<file path="config.mk">
export PLATFORM = sky130hd
export DESIGN_NAME = pkht_ram
export DESIGN_NICKNAME = d
export VERILOG_FILES = /design/src/pkht_ram.sv
export SDC_FILE = /design/constraint.sdc
export NUM_CORES = 1
export LEC_CHECK = 0
export BUFFER_PORTS_ARGS = -buffer_cell sky130_fd_sc_hd__buf_2
export CORE_UTILIZATION = 55
export DETAILED_ROUTE_END_ITERATION = 6
export PLACE_DENSITY_LB_ADDON = 0.05
export SLEW_MARGIN = 20
export SYNTH_ARGS = -nofsm -noshare
export SYNTH_HDL_FRONTEND = slang
export SYNTH_SLANG_ARGS = --single-unit
</file>
<file path="constraint.sdc">
create_clock -name clk -period 4.05 [get_ports clk]
set_input_delay 0.81 -clock clk [delete_from_list [all_inputs] [get_ports clk]]
set_output_delay 0.81 -clock clk [all_outputs]
set_load 0.05 [all_outputs]
</file>
<file path="src/pkht_ram.sv">
module pkht_ram #(
    parameter int WIDTH = 8,
    parameter int DEPTH = 16
) (
    input  logic                                      clk,
    input  logic                                      en,
    input  logic                                      we,
    input  logic [((DEPTH > 1) ? $clog2(DEPTH) : 1)-1:0] addr,
    input  logic [WIDTH-1:0]                          wdata,
    output logic [WIDTH-1:0]                          rdata
);

    logic [WIDTH-1:0] mem [DEPTH];

    always_ff @(posedge clk)
    begin
        if (en)
        begin
            if (we)
            begin
                mem[addr] <= wdata;
            end
            else
            begin
                rdata <= mem[addr];
            end
        end
    end

endmodule

</file>
==> results.py <==
metrics = {
    "route": {
        "wl_mm": 9.649,
        "via_count": 2366,
        "avgRoutedWirePerCell_um": 23.65,
        "drtAntennaViolNets": 0,
        "first_pass_iters": 4,
        "drc": 0,
        "drtIter0Drc": 193,
        "vias_per_cell": 5.799,
    },
    "global_route": {
        "antenna_found_initial": 0,
        "grt_pass1_wl_mm": 14.52,
        "grt_max_degree": 37,
        "grt_overflow": 0,
        "track_usage": 0.2164,
        "grt_pass1_vias": 2398,
    },
    "floorplan": {
        "ios": 23,
        "dieArea_um2": 9917,
        "core-area_um2": 9240,
        "die-width_um": 99.59,
        "initial_core_util": 0.5668,
        "die_h_um": 99.59,
        "rows": 35,
    },
    "synthesis": {
        "syn_area_per_cell_um2": 22.38,
        "yosysUniqueCellTypes": 18,
        "syn_inst": 234,
        "synthesis.area_um2": 5238,
        "synthTopCellsByArea": "edfxtp_1 78%, mux4_1 8.0%, mux4_2 6.9%",
        "synth_top_cell_area_share": 0.7797,
        "yosysTopAreaCell": "edfxtp_1",
        "ys_ff_latch": 136,
        "seq_area_frac_synth": 0.7797,
        "yosysWarningCount": 0,
        "syn_nets": 249,
    },
    "sta": {
        "fin_crit_sh": 0.5938,
        "slew_violations": 0,
        "max_freq_ghz": 0.4158,
        "worst_pin_slew_ns": 0.8679,
        "finalWorstSetupSlack_ns": 1.645,
        "skew_ns": 0.01033,
        "rsz0062_at_grt": "no",
        "setup_tns_ns": 0,
        "fin_crit_ns": 2.405,
        "hold_viol": 0,
        "setup_viol_count_final": 0,
        "slew_headroom": 0.4214,
    },
    "cells_and_area": {
        "multi_input_area_um2": 1075,
        "drive_gt1_frac": 0.2581,
        "fin_util": 0.6527,
        "nets": 281,
        "final_area_um2": 6031,
        "area_delta_synth_final_pct": 15.15,
        "fillers": 636,
        "antennaDiodeCount": 0,
        "mostFrequentLayoutCell": "edfxtp_1",
        "regArea_um2": 4084,
        "layout_common_cells": "136 x edfxtp_1, 21 x buf_2",
    },
    "worst_setup_path": {
        "required_ns": 4.17,
        "cp_slowest_cell": "nor2_1",
        "crit_path_cell_trace": "buf_2, nand4b_1, nor2_1",
        "worstPathMaxFanout": 36,
        "slowest_delay_ns": 0.71,
        "start_kind": "primary input",
        "critPathBufInv": 1,
        "crit_family": "simple AND/OR/NAND/NOR gates",
        "critPathCaptureType": "flop",
        "path_class": "primary input to flop",
        "arrival_ns": 2.53,
    },
    "cts": {
        "cts-buffers-inserted": 17,
        "postCtsSetupRepairBufs": 0,
        "clkLatencyLatePin_ns": 0.50,
        "clkTransAtPathRegs_ns": 0.06,
        "clock_tree.root_cell": "clkbuf_8",
        "htree_levels": 4,
        "clock_path_buffers": 2,
        "cts_tree": "yes",
        "clock-sinks": 136,
        "postCtsHoldBufs": 0,
        "ctsResizeCount": 0,
    },
    "job": {
        "cap_violations": 0,
    },
    "hold_path": {
        "min_path_type": "primary input to flop",
    },
    "placed_design": {
        "port_buffers": 22,
        "hpwl_mm": 5.789,
        "place_area_um2": 5460,
        "post-place-ws_ns": 0.8667,
        "gp_congestion": 0.8323,
    },
    "pwr": {
        "powerDensity_nw_per_um2": 524.1,
        "peakVddDrop_mv": 0.3480,
        "p_leak_nw": 1.979,
    },
    "run_status": {
        "status": "completed",
    },
}
where the power goes:
| group | internal [mW] | switching [mW] | total, mW |
|---|---|---|---|
| Combinational | 0.0477 | 0.0874 | 0.135 |
| Sequential | 1.57 | 0.00394 | 1.57 |
| Clock | 0.881 | 0.570 | 1.45 |
| Total | 2.50 | 0.661 | 3.16 |
kinds of logic after synthesis:
kind of cell / synth area share
flops: 0.7797
simple gates: 0.03321
buf+inv: 0.01505
compound gates: 0.02293
mux: 0.1491
worst paths after layout:
path | slack [ns] | depth (start not counted) | to | from
setup / recovery | 1.65 | 3 | mem[10][4] | addr[1]
setup reg to reg | 2.48 | 3 | rdata[4] | mem[1][4]
hold / removal | 0.71 | 1 | mem[6][5] | wdata[5]
hold reg to reg | 0.77 | 3 | rdata[7] | mem[14][7]
registers in the layout, summed over array words and instances (netlist names):
signal and cells:
rdata 8, mem 128
Yosys cell counts:
library cell  count
edfxtp_1        136
mux4_2           16
or3_1             1
buf_1             2
buf_2             3
nand4b_1          2
clkbuf_1          5
nand2b_1          2
nor2b_1           3
nor2_1           13
a22oi_1          16
nand2_1          10
nor3_1            4
buf_8             1
nand4_1           1
mux4_1           16
and2_1            1
buf_6             2
metrics by stage:
step | instances | total power, mW | hold slack (ns)
after floorplan | 234 | 1.691 | 0.7103
after global placement | 376 | 1.739 | 0.7521
after detailed placement | 376 | 1.742 | 0.7585
after CTS | 408 | 3.185 | 0.7001
after global routing | 408 | 3.249 | 0.7023
final | 408 | 3.161 | 0.7145
final cells by class:
type	instances	area share
sequential	136	0.6772
multi-input combinational	85	0.1782
tap	129	0.02676
clock buffer	19	0.06992
timing repair buffer	26	0.02365
clock inverter	13	0.02427
metal layers:
metal  wire (um)  vias up  global-route usage
li1            -     1067                   -
met1        4120     1219              0.3064
met2        4895       78              0.3392
met3         604        2             0.04779
met4          29        0             0.07466
met5           0        -                   0
No activity file was read; power rests on OpenSTA's default activity.
