===== src/pkht_pkg.sv =====
package pkht_pkg;

    localparam int BUCKETS      = 256;
    localparam int POOL_ENTRIES = 256;

    localparam int BKT_W  = $clog2(BUCKETS);
    localparam int IDX_W  = (POOL_ENTRIES > 1) ? $clog2(POOL_ENTRIES) : 1;
    localparam int LINK_W = $clog2(POOL_ENTRIES + 1);

    localparam logic [BKT_W-1:0]  BKT_MASK   = BKT_W'(BUCKETS - 1);
    localparam logic [LINK_W-1:0] LINK_NULL  = '0;
    localparam logic [LINK_W-1:0] LINK_ONE   = LINK_W'(1);
    localparam logic [LINK_W-1:0] POOL_LIMIT = LINK_W'(POOL_ENTRIES);

    localparam logic OP_LOOKUP = 1'b0;
    localparam logic OP_ADD    = 1'b1;

    localparam logic STATUS_OK   = 1'b0;
    localparam logic STATUS_FULL = 1'b1;

    typedef struct packed {
        logic        operation;
        logic [31:0] first_id;
        logic [31:0] second_id;
        logic        collide_in;
    } req_t;

    typedef struct packed {
        logic found;
        logic collide_out;
        logic status;
    } rsp_t;

    typedef struct packed {
        logic [31:0]       lo;
        logic [31:0]       hi;
        logic [LINK_W-1:0] next;
        logic              flag;
    } ent_t;

    typedef struct packed {
        logic              en;
        logic              we;
        logic [BKT_W-1:0]  addr;
        logic [LINK_W-1:0] wdata;
    } head_cmd_t;

    typedef struct packed {
        logic             en;
        logic             we;
        logic [IDX_W-1:0] addr;
        ent_t             wdata;
    } ent_cmd_t;

endpackage


===== src/pkht_seq.sv =====
module pkht_seq
    import pkht_pkg::*;
(
    input  logic              clk,
    input  logic              rst_n,
    input  logic              req_valid,
    output logic              req_stall,
    input  req_t              req,
    output logic              rsp_valid,
    input  logic              rsp_stall,
    output rsp_t              rsp,
    output head_cmd_t         head_cmd,
    input  logic [LINK_W-1:0] head_rdata,
    output ent_cmd_t          ent_cmd,
    input  ent_t              ent_rdata
);

    typedef enum logic [1:0] {
        S_IDLE,
        S_HEAD,
        S_WALK,
        S_DONE
    } state_t;

    state_t            state_reg;
    logic              op_reg;
    logic              flag_reg;
    logic [31:0]       lo_reg;
    logic [31:0]       hi_reg;
    logic [BKT_W-1:0]  bkt_reg;
    logic [LINK_W-1:0] head_link_reg;
    logic [IDX_W-1:0]  cur_reg;
    logic [LINK_W-1:0] used_reg;
    logic [BUCKETS-1:0] head_vld_reg;
    rsp_t              res_reg;
    rsp_t              res_next;
    logic              rsp_valid_reg;
    rsp_t              rsp_reg;

    logic [31:0]       lo_in;
    logic [31:0]       hi_in;
    logic [BKT_W-1:0]  bkt_in;
    logic [LINK_W-1:0] head_link;
    logic [LINK_W-1:0] link_m1;
    logic              match;
    logic              fin;
    logic              hit;
    logic              hit_flag;
    logic              room;
    logic              alloc;

    assign req_stall = (state_reg != S_IDLE);
    assign rsp_valid = rsp_valid_reg;
    assign rsp       = rsp_reg;

    always_comb
    begin
        lo_in     = (req.first_id < req.second_id) ? req.first_id : req.second_id;
        hi_in     = (req.first_id < req.second_id) ? req.second_id : req.first_id;
        bkt_in    = lo_in[BKT_W-1:0] & BKT_MASK;
        head_link = head_vld_reg[bkt_reg] ? head_rdata : LINK_NULL;
        match     = (ent_rdata.lo == lo_reg) && (ent_rdata.hi == hi_reg);
        room      = (used_reg != POOL_LIMIT);
        head_cmd  = '0;
        ent_cmd   = '0;
        fin       = 1'b0;
        hit       = 1'b0;
        hit_flag  = 1'b0;
        alloc     = 1'b0;
        link_m1   = LINK_NULL;
        res_next  = '0;

        case (state_reg)
            S_IDLE:
            begin
                if (req_valid)
                begin
                    head_cmd.en   = 1'b1;
                    head_cmd.addr = bkt_in;
                end
            end
            S_HEAD:
            begin
                if (head_link != LINK_NULL)
                begin
                    link_m1      = head_link - LINK_ONE;
                    ent_cmd.en   = 1'b1;
                    ent_cmd.addr = IDX_W'(link_m1);
                end
                else
                begin
                    fin = 1'b1;
                end
            end
            S_WALK:
            begin
                if (match)
                begin
                    fin      = 1'b1;
                    hit      = 1'b1;
                    hit_flag = ent_rdata.flag;
                end
                else if (ent_rdata.next != LINK_NULL)
                begin
                    link_m1      = ent_rdata.next - LINK_ONE;
                    ent_cmd.en   = 1'b1;
                    ent_cmd.addr = IDX_W'(link_m1);
                end
                else
                begin
                    fin = 1'b1;
                end
            end
            default:
            begin
            end
        endcase

        if (fin)
        begin
            if (op_reg == OP_LOOKUP)
            begin
                res_next.found       = hit;
                res_next.collide_out = hit & hit_flag;
                res_next.status      = STATUS_OK;
            end
            else if (hit)
            begin
                ent_cmd.en         = 1'b1;
                ent_cmd.we         = 1'b1;
                ent_cmd.addr       = cur_reg;
                ent_cmd.wdata      = ent_rdata;
                ent_cmd.wdata.flag = flag_reg;
                res_next.found       = 1'b1;
                res_next.collide_out = flag_reg;
                res_next.status      = STATUS_OK;
            end
            else if (room)
            begin
                alloc              = 1'b1;
                ent_cmd.en         = 1'b1;
                ent_cmd.we         = 1'b1;
                ent_cmd.addr       = IDX_W'(used_reg);
                ent_cmd.wdata.lo   = lo_reg;
                ent_cmd.wdata.hi   = hi_reg;
                ent_cmd.wdata.next = (state_reg == S_HEAD) ? head_link : head_link_reg;
                ent_cmd.wdata.flag = flag_reg;
                head_cmd.en        = 1'b1;
                head_cmd.we        = 1'b1;
                head_cmd.addr      = bkt_reg;
                head_cmd.wdata     = used_reg + LINK_ONE;
                res_next.found       = 1'b0;
                res_next.collide_out = flag_reg;
                res_next.status      = STATUS_OK;
            end
            else
            begin
                res_next.found       = 1'b0;
                res_next.collide_out = 1'b0;
                res_next.status      = STATUS_FULL;
            end
        end
    end

    always_ff @(posedge clk or negedge rst_n)
    begin
        if (!rst_n)
        begin
            state_reg     <= S_IDLE;
            rsp_valid_reg <= 1'b0;
            used_reg      <= LINK_NULL;
            head_vld_reg  <= '0;
        end
        else
        begin
            if (rsp_valid_reg && !rsp_stall && (state_reg != S_DONE))
            begin
                rsp_valid_reg <= 1'b0;
            end

            if (fin)
            begin
                res_reg <= res_next;
            end

            if (ent_cmd.en && !ent_cmd.we)
            begin
                cur_reg <= ent_cmd.addr;
            end

            if (alloc)
            begin
                used_reg              <= used_reg + LINK_ONE;
                head_vld_reg[bkt_reg] <= 1'b1;
            end

            case (state_reg)
                S_IDLE:
                begin
                    if (req_valid)
                    begin
                        op_reg    <= req.operation;
                        flag_reg  <= req.collide_in;
                        lo_reg    <= lo_in;
                        hi_reg    <= hi_in;
                        bkt_reg   <= bkt_in;
                        state_reg <= S_HEAD;
                    end
                end
                S_HEAD:
                begin
                    head_link_reg <= head_link;
                    state_reg     <= fin ? S_DONE : S_WALK;
                end
                S_WALK:
                begin
                    if (fin)
                    begin
                        state_reg <= S_DONE;
                    end
                end
                S_DONE:
                begin
                    if (!rsp_valid_reg || !rsp_stall)
                    begin
                        rsp_valid_reg <= 1'b1;
                        rsp_reg       <= res_reg;
                        state_reg     <= S_IDLE;
                    end
                end
                default:
                begin
                    state_reg <= S_IDLE;
                end
            endcase
        end
    end

endmodule


===== config.mk =====
export PLATFORM = sky130hd
export DESIGN_NAME = pkht_seq
export DESIGN_NICKNAME = d
export VERILOG_FILES = /design/src/pkht_pkg.sv /design/src/pkht_seq.sv
export SDC_FILE = /design/constraint.sdc
export NUM_CORES = 1
export LEC_CHECK = 0
export BUFFER_PORTS_ARGS = -buffer_cell sky130_fd_sc_hd__buf_2
export CELL_PAD_IN_SITES_DETAIL_PLACEMENT = 0
export CELL_PAD_IN_SITES_GLOBAL_PLACEMENT = 1
export CORE_MARGIN = 2
export CORE_UTILIZATION = 50
export CTS_CLUSTER_SIZE = 12
export DETAILED_ROUTE_END_ITERATION = 6
export PLACE_DENSITY = 0.87
export SLEW_MARGIN = 10
export SYNTH_ARGS = -nofsm -noshare
export SYNTH_HDL_FRONTEND = slang
export SYNTH_SLANG_ARGS = --single-unit

===== constraint.sdc =====
create_clock -name clk -period 9.95 [get_ports clk]
set_input_delay 0.4975 -clock clk [delete_from_list [all_inputs] [get_ports clk]]
set_output_delay 0.4975 -clock clk [all_outputs]
set_load 0.02 [all_outputs]

==> results of run 1 <==
final timing paths:
| kind | to | slack, ns | cells past startpoint |
|---|---|---|---|
| worst max-delay path | ent_cmd[78] | 3.16 | 15 |
| worst min-delay path | op_reg$_DFFE_PP_ | 0.14 | 1 |
| worst max register to register | head_vld_reg[33]$_DFFE_PN0P_ | 3.52 | 15 |
| worst min register to register | rsp[0]$_DFFE_PP_ | 0.43 | 0 |
| max in group asynchronous | head_vld_reg[242]$_DFFE_PN0P_ | 7.96 | 3 |
| min in group asynchronous | head_vld_reg[64]$_DFFE_PN0P_ | 0.56 | 2 |
through the flow:
step	worst slack (ns)	instance area [um^2]
2_1_floorplan	5.21	19600
3_3_place_gp	3.89	20900
3_5_place_dp	3.80	20900
4_1_cts	3.26	22200
5_1_grt	2.78	22300
6_report	3.16	22300
layout make-up:
type	instances	area (um^2)	area share, %
inverters	55	214	0.961
clock buffers	58	1180	5.31
diodes	7	17.5	0.0787
repair buffers	281	1500	6.72
well taps	518	648	2.91
multi-input cells	1154	9190	41.3
clock inverters	12	126	0.568
flip-flops and latches	357	9380	42.1
metal layers:
metal	vias to the layer above	part of all wire, %	global-route usage, %	routed length [um]
li1	6894	-	-	-
met1	7777	41	36.3	23500
met5	-	0.046	0	26
met2	581	48	45.0	27100
met3	129	7.2	5.32	4110
met4	4	3.4	10.2	1930
synth_stat cells, types with 7 or more instances:
library cell and number:
dfrtp_1 268, nor2_1 107, ha_1 40, o21ai_0 48
a211oi_1 12, o211ai_1 10, o2111ai_1 8, xnor2_1 84
nor2b_1 17, a21oi_1 16, buf_2 19, inv_1 54
and2_1 8, clkbuf_1 66, a22o_1 88, nand4_1 24
buf_6 34, mux2_2 41, a22oi_1 7, a21o_1 12
edfxtp_1 89, a32oi_1 8, a2111oi_0 7, and3_1 12
mux4_2 24, nand3_1 17, a221oi_1 12, mux2i_1 90
a31o_2 19, nand2_1 111, nor4_1 8, a31o_1 249
nor3_1 9
critical path, stage by stage (launching register included):
cell and delay (ns):
edfxtp_1 0.78, inv_1 0.37, nor2_1 0.86, o21ai_0 0.34, o211a_1 0.26, o32ai_2 0.44, nand2_1 0.21, and3_1 0.44
nand2_1 0.19, ha_1 0.19, and2_1 0.29, o211ai_1 0.18, a32oi_2 0.44, nor3_1 0.18, a221o_1 0.39, buf_2 0.17
logic make-up (layout without fill, tap and decap cells):
logic type      Yosys count  in the layout  synth area share, %
compound gates          537            537                 22.5
xor+xnor                 88             88                 3.92
fa+ha+maj                40             40                 2.55
buf+inv                 190            406                 5.71
flops                   357            357                 47.7
mux                     156            156                 9.74
other cells               0              7                    0
simple gates            333            333                 7.82
power by group:
part	leakage [nW]	internal [mW]	switching (mW)	total, mW
combinational	4.87	0.312	0.581	0.893
sequential	4.56	1.61	0.0536	1.66
clock	0.640	0.876	0.595	1.47
==> results_dict.tcl, run 1 <==
set metrics [dict create \
    outcome "complete, no violations" \
    antenna_found_initial 7 \
    yosysWarnings 0 \
    gr-total-overflow 0 \
    fmax_mhz 147 \
    fill_cells 3311 \
    setup_tns_ns 0 \
    cp_max_fo 18 \
    largest_reg_flops 256 \
    synth_area_leaders "dfrtp_1 (34%), edfxtp_1 (14%), a31o_1 (11%)" \
    maxSlewViolCount 0 \
    dpl.cell_count 2364 \
    numPortBuffers 260 \
    rsz0062_at_grt "no" \
    hold_buffers 1 \
    insertion_delay_ns 0.55 \
    drt-initial-drc-count 1305 \
    cts_root_buf "clkbuf_16" \
    ys_ff_latch 357 \
    grt_use_total_pct 27.4 \
    final_cells 2442 \
    rows 72 \
    min_period_over_period_pct 68.2 \
    cp.required_ns 9.45 \
    end_kind "output port" \
    totalWireLength_um 56800 \
    worstMarginPinSlew_ns 1.08 \
    die_w_um 202 \
    wire_per_inst_um 23.2 \
    finalCriticalPeriod_ns 6.79 \
    async_flop_share_pct 75.1 \
    cts_buffer_depth 3 \
    worstHoldStart "req[65]" \
    skew_ns 0.0181 \
    first_global_vias 15500 \
    drc 0 \
    ys_seq_area_share_pct 47.7 \
    firstDrtPassIters 7 \
    vias 15400 \
    start_util_pct 50.7 \
    cts_resized 0 \
    most-common-layout-cells "dfrtp_1 (268), buf_2 (259), a31o_1 (249)" \
    place_hpwl_um 38000 \
    crit_path_start_kind "register" \
    min_path_type "input port to register" \
    crit_arrival_ns 6.29 \
    vdd_ir_drop_max_uv 139 \
    finalHoldViolations 0 \
    setup_viol 0 \
    netlist_area_mm2 0.0196 \
    totalPowerFinal_mw 4.02 \
    post-cts-setup-buffers 0 \
    syn_nets 1894 \
    cts_tree "yes" \
    synth_cells 1701 \
    slew_headroom_pct 27.9 \
    fin_util_pct 57.5 \
    cts_max_level 2 \
    fin_nets 2082 \
    yosysTopAreaCell "dfrtp_1" \
    gp_congestion 0.930 \
    io-pin-count 261 \
    final_common_cell "dfrtp_1" \
    grt_max_degree 216 \
    cts_sinks 357 \
    yosysTopAreaCellShare_pct 34.1 \
    setup.worst_path.start "lo_reg[4]$_DFFE_PP_" \
    p_per_area_mw_per_mm2 181 \
    timing.hold.ws_ns 0.137 \
    core_area_mm2 0.0387 \
    cts_buffers 40 \
    syn_area_per_cell_um2 11.6 \
    viasPerCell 6.30 \
    areaGrowthSynthToFinish_pct 13.3 \
    r2r-start "lo_reg[4]$_DFFE_PP_" \
    die-area_mm2 0.0409 \
    layout-drive-gt1-share_pct 23.2 \
    drv_cap 0 \
    leakagePower_nw 10.1 \
    crit_type "register to output port" \
    synth_cell_types 72 \
    ys.flop_type "dfrtp_1" \
    synth_edf_count 89 \
    grt_pass1_wl_um 88100 \
    die_y_um 202 \
    final_antenna_net_count 0 \
    clkTransAtPathRegs_ns 0.06 \
]
Power figures use the tool's default switching activity.
==> run 2, diff against run 1 <==
CORE_UTILIZATION = 42   (was 50)
PLACE_DENSITY = 0.79   (was 0.87)
clock period = 5.7 ns   (was 9.95 ns; I/O delays follow)
==> run 2 against run 1 <==
Effect of this change:
- total power rose by 80%
- design area grew 2.7%
- worst setup slack worse by 3.0 ns
- first-iteration DRC count down 17%
- via count grew 1.7%
- hold slack got worse by 0.099 ns
- critical path type unchanged
- largest cell class unchanged
- largest power group unchanged
- highest routed layer unchanged
==> results_dict.tcl, run 2 (synthesized netlist as in run 1, its figures left out) <==
set metrics [dict create \
    grt_max_degree 184 \
    insertion_delay_ns 0.56 \
    outcome "complete, no violations" \
    die_y_um 220 \
    fill_cells 4154 \
    vdd_ir_drop_max_uv 172 \
    fin_util_pct 49.3 \
    finalCriticalPeriod_ns 5.50 \
    setup_tns_ns 0 \
    setup_slack_ns 0.200 \
    min_period_over_period_pct 96.5 \
    layout-drive-gt1-share_pct 25.1 \
    skew_ns 0.0228 \
    final_antenna_net_count 0 \
    start_util_pct 42.4 \
    crit_path_start_kind "register" \
    dpl.cell_count 2484 \
    worstMarginPinSlew_ns 1.07 \
    io-pin-count 261 \
    largest_reg_flops 256 \
    cts_sinks 357 \
    wire_per_inst_um 23.1 \
    firstDrtPassIters 7 \
    fmax_mhz 182 \
    crit_arrival_ns 5.21 \
    areaGrowthSynthToFinish_pct 16.3 \
    final_common_cell "dfrtp_1" \
    viasPerCell 6.08 \
    most-common-layout-cells "dfrtp_1 (268), buf_2 (259), a31o_1 (249)" \
    fin_nets 2123 \
    rsz0062_at_grt "no" \
    vias 15600 \
    finalHoldViolations 0 \
    maxSlewViolCount 0 \
    totalPowerFinal_mw 7.24 \
    die_w_um 220 \
    leakagePower_nw 10.4 \
    grt_use_total_pct 24.1 \
    preCtsSetupSlack_ns 0.325 \
    drt-initial-drc-count 1078 \
    crit_type "register to output port" \
    totalWireLength_um 59500 \
    setup_viol 0 \
    cp.required_ns 5.41 \
    antenna_found_initial 7 \
    cts_buffer_depth 3 \
    cts_root_buf "clkbuf_16" \
    min_path_type "input port to register" \
    cts_tree "yes" \
    numPortBuffers 260 \
    die-area_mm2 0.0485 \
    end_kind "output port" \
    drv_cap 0 \
    drc 0 \
    core_area_mm2 0.0464 \
    place_hpwl_um 41000 \
    cts_max_level 2 \
    grt_pass1_wl_um 90400 \
    p_per_area_mw_per_mm2 317 \
    rows 79 \
    slew_headroom_pct 28.6 \
    cp_max_fo 10 \
    first_global_vias 15600 \
    cts_buffers 41 \
    final_cells 2573 \
    gp_congestion 0.912 \
    clkTransAtPathRegs_ns 0.06 \
    gr-total-overflow 0 \
]
==> run 2: where the power goes <==
group	switching (mW)	total [mW]	internal [mW]
Sequential	0.0929	2.90	2.80
Clock	1.08	2.69	1.61
Combinational	1.05	1.65	0.599
==> run 2: final timing paths <==
kind / start / endpoint / slack (ns) / depth (start not counted)
max: lo_reg[2]$_DFFE_PP_ / ent_cmd[76] / 0.20 / 14
min: req[32] / hi_reg[31]$_DFFE_PP_ / 0.04 / 2
max reg2reg: lo_reg[2]$_DFFE_PP_ / head_vld_reg[86]$_DFFE_PN0P_ / 0.73 / 15
min reg2reg: res_reg[0]$_SDFFCE_PP0P_ / rsp[0]$_DFFE_PP_ / 0.42 / 0
max in group asynchronous: rst_n / head_vld_reg[101]$_DFFE_PN0P_ / 4.06 / 3
min in group asynchronous: rst_n / rsp_valid$_DFF_PN0_ / 0.27 / 2
==> run 2: layer usage <==
metal	GRT usage [%]	share of wire, %	vias up
met4	9.13	3.4	8
met1	32.9	42	7984
met2	38.6	48	568
li1	-	-	6961
met3	4.10	6.4	125
met5	0	0.082	-
==> run 2: timing repair <==
item                                    4_1_cts  5_1_grt
endpoints found under the setup margin       76       21
gates resized for setup                       1        8
setup buffers                                 4        1
pin swaps                                     0        1
hold buffers                                  4        0
endpoints found under the hold margin        50        0
gates cloned                                  0        1
==> run 2: area by class of cell <==
class / instances / area [um^2] / share of cell area, %
diodes: 4 / 10.0 / 0.0438
clock buffers: 63 / 1290 / 5.66
clock inverters: 12 / 96.3 / 0.421
inverters: 55 / 233 / 1.02
multi-input cells: 1155 / 9200 / 40.2
flip-flops and latches: 357 / 9380 / 41.0
well taps: 607 / 759 / 3.32
repair buffers: 320 / 1890 / 8.26
==> run 2: worst max-delay path, stage by stage, from the launching register on <==
cell and delay (ns):
edfxtp_1 0.58, nor2_1 0.85, a32oi_1 0.30, a41o_1 0.31, o32ai_2 0.28, nand2_1 0.22
and3_2 0.33, nand2_1 0.12, ha_1 0.19, and2_2 0.23, o211ai_1 0.18, a32oi_2 0.36
nor2_1 0.13, a221o_1 0.39, buf_2 0.17
==> run 2: through the flow <==
stage               area [um^2]  hold WS [ns]
global placement          21300         0.254
global route              22900        0.0273
CTS                       22800        0.0155
floorplan                 19600       -0.0106
finish                    22900        0.0383
detailed placement        21300         0.258
==> run 3, diff against run 2 <==
CORE_UTILIZATION = 50   (was 42)
PLACE_DENSITY = 0.87   (was 0.79)
clock period = 6.8 ns   (was 5.7 ns; I/O delays follow)
==> run 3 against run 2 <==
Effect of this change:
- design area decreased by 2.4%
- clock-buffer cell count fell by 2
- global-route usage up 3.9 points
- die area shrank 16%
- largest cell class unchanged
- highest routed layer unchanged
==> results_dict.tcl, run 3 (synthesized netlist as in run 1, its figures left out) <==
set metrics [dict create \
    min_path_type "input port to register" \
    min_period_over_period_pct 95.9 \
    dpl.cell_count 2375 \
    antenna_found_initial 8 \
    cts_resized 0 \
    final_cells 2449 \
    p_switching_mw 1.81 \
    cp_max_fo 27 \
    cts_buffer_depth 3 \
    maxSlewViolCount 0 \
    cts_buffers 39 \
    setup_viol 0 \
    slowest_stage "edfxtp_1" \
    setup.worst_path.start "lo_reg[0]$_DFFE_PP_" \
    worstMarginPinSlew_ns 1.11 \
    crit_buf_inv 3 \
    fmax_mhz 153 \
    end_kind "output port" \
    skew_ns 0.0251 \
    finalHoldViolations 0 \
    p_seq_share_pct 41.5 \
    crit_arrival_ns 6.18 \
    final_area_mm2 0.0223 \
    drt-initial-drc-count 1310 \
    outcome "complete, no violations" \
    drv_cap 0 \
    rsz0062_at_grt "no" \
    preCtsSetupSlack_ns 0.918 \
    firstDrtPassIters 5 \
    gr-total-overflow 0 \
    core_area_mm2 0.0387 \
    most-common-layout-cells "dfrtp_1 (268), buf_2 (259), a31o_1 (249)" \
    first_global_vias 15500 \
    setup_tns_ns 0 \
    cts_max_level 2 \
    cts_sinks 357 \
    slew_headroom_pct 25.8 \
    grt_use_total_pct 28.0 \
    vias 15600 \
    cp.required_ns 6.46 \
    post-cts-setup-buffers 0 \
    die_w_um 202 \
    io-pin-count 261 \
    fin_util_pct 57.6 \
    finalCriticalPeriod_ns 6.52 \
    start_util_pct 50.7 \
    clkTransAtPathRegs_ns 0.05 \
    grt_pass1_wl_um 89800 \
    largest_reg_flops 256 \
    drc 0 \
    crit_family "compound AO/OA/AOI/OAI gates" \
    setup_slack_ns 0.277 \
    die-area_mm2 0.0409 \
    hold_buffers 3 \
    die_y_um 202 \
    final_common_cell "dfrtp_1" \
    combPwrFrac_pct 22.7 \
    numPortBuffers 260 \
    r2r-start "lo_reg[0]$_DFFE_PP_" \
    cts_root_buf "clkbuf_16" \
    worstHoldStart "rsp_stall" \
    viasPerCell 6.38 \
    swShare_pct 30.9 \
    crit_path_cell_trace "nor2_2 -> buf_4 -> a22o_1 -> a221oi_1 -> a22o_1 -> a2111oi_0 -> o21ai_2 -> and3_1 -> nand2_1 -> ha_1 -> nand2_1 -> nor2_1 -> a32oi_4 -> buf_4 -> mux2i_1 -> buf_2" \
    final_antenna_net_count 0 \
    cts_tree "yes" \
    vdd_ir_drop_max_uv 170 \
    internal_power_mw 4.05 \
    gp_congestion 0.933 \
    power_frac_clock_pct 35.8 \
    fin_nets 2094 \
    insertion_delay_ns 0.55 \
    timing.hold.ws_ns 0.0540 \
    totalPowerFinal_mw 5.87 \
    rows 72 \
    postPlaceCellArea_mm2 0.0210 \
    totalWireLength_um 58100 \
    crit_path_start_kind "register" \
    areaGrowthSynthToFinish_pct 13.5 \
    crit_type "register to output port" \
    grt_max_degree 119 \
    leakagePower_nw 10.1 \
    layout-drive-gt1-share_pct 23.4 \
    p_per_area_mw_per_mm2 263 \
    slowest_delay_ns 0.80 \
    place_hpwl_um 39500 \
    wire_per_inst_um 23.7 \
]
run 3: changes by cell type in the layout (fill, tap and decap cells not counted), sizes merged:
cell / change
clkbuf: -2
buf: -25
dlygate4sd3: -1
clkinv: -6
bufinv: -1
a32oi: -1
inv: +1
run 3: final timing paths:
kind / slack, ns / cells past startpoint / end
worst min register to register: 0.43 / 0 / rsp[2]$_DFFE_PP_
worst min-delay path: 0.05 / 2 / rsp_valid$_DFF_PN0_
max in group asynchronous: 4.87 / 3 / head_vld_reg[110]$_DFFE_PN0P_
min in group asynchronous: 0.38 / 2 / head_vld_reg[67]$_DFFE_PN0P_
worst max register to register: 0.99 / 16 / head_vld_reg[254]$_DFFE_PN0P_
worst max-delay path: 0.28 / 16 / head_cmd[13]
run 3: power by group through the flow:
stage | Sequential, mW | Clock [mW] | Combinational, mW
global placement | 2.47 | 0 | 1.29
global route | 2.44 | 2.22 | 1.43
finish | 2.43 | 2.10 | 1.33
floorplan | 2.44 | 0 | 0.915
detailed placement | 2.47 | 0 | 1.31
CTS | 2.43 | 2.12 | 1.32
run 3: cell type report:
cell class / instances / area (um^2)
Fill cell: 3314 / 16400
Clock buffer: 61 / 1190
Sequential cell: 357 / 9380
Timing Repair Buffer: 294 / 1610
Clock inverter: 6 / 56.3
Tap cell: 518 / 648
Inverter: 55 / 214
Multi-Input combinational cell: 1154 / 9190
Antenna cell: 4 / 10.0
run 3: metal layers:
metal / vias to the layer above / wire length [um] / track usage [%]
li1: 6894 / - / -
met1: 7958 / 24100 / 37.4
met2: 641 / 28100 / 46.3
met3: 118 / 4390 / 5.71
met4: 8 / 1470 / 8.39
met5: - / 56 / 0
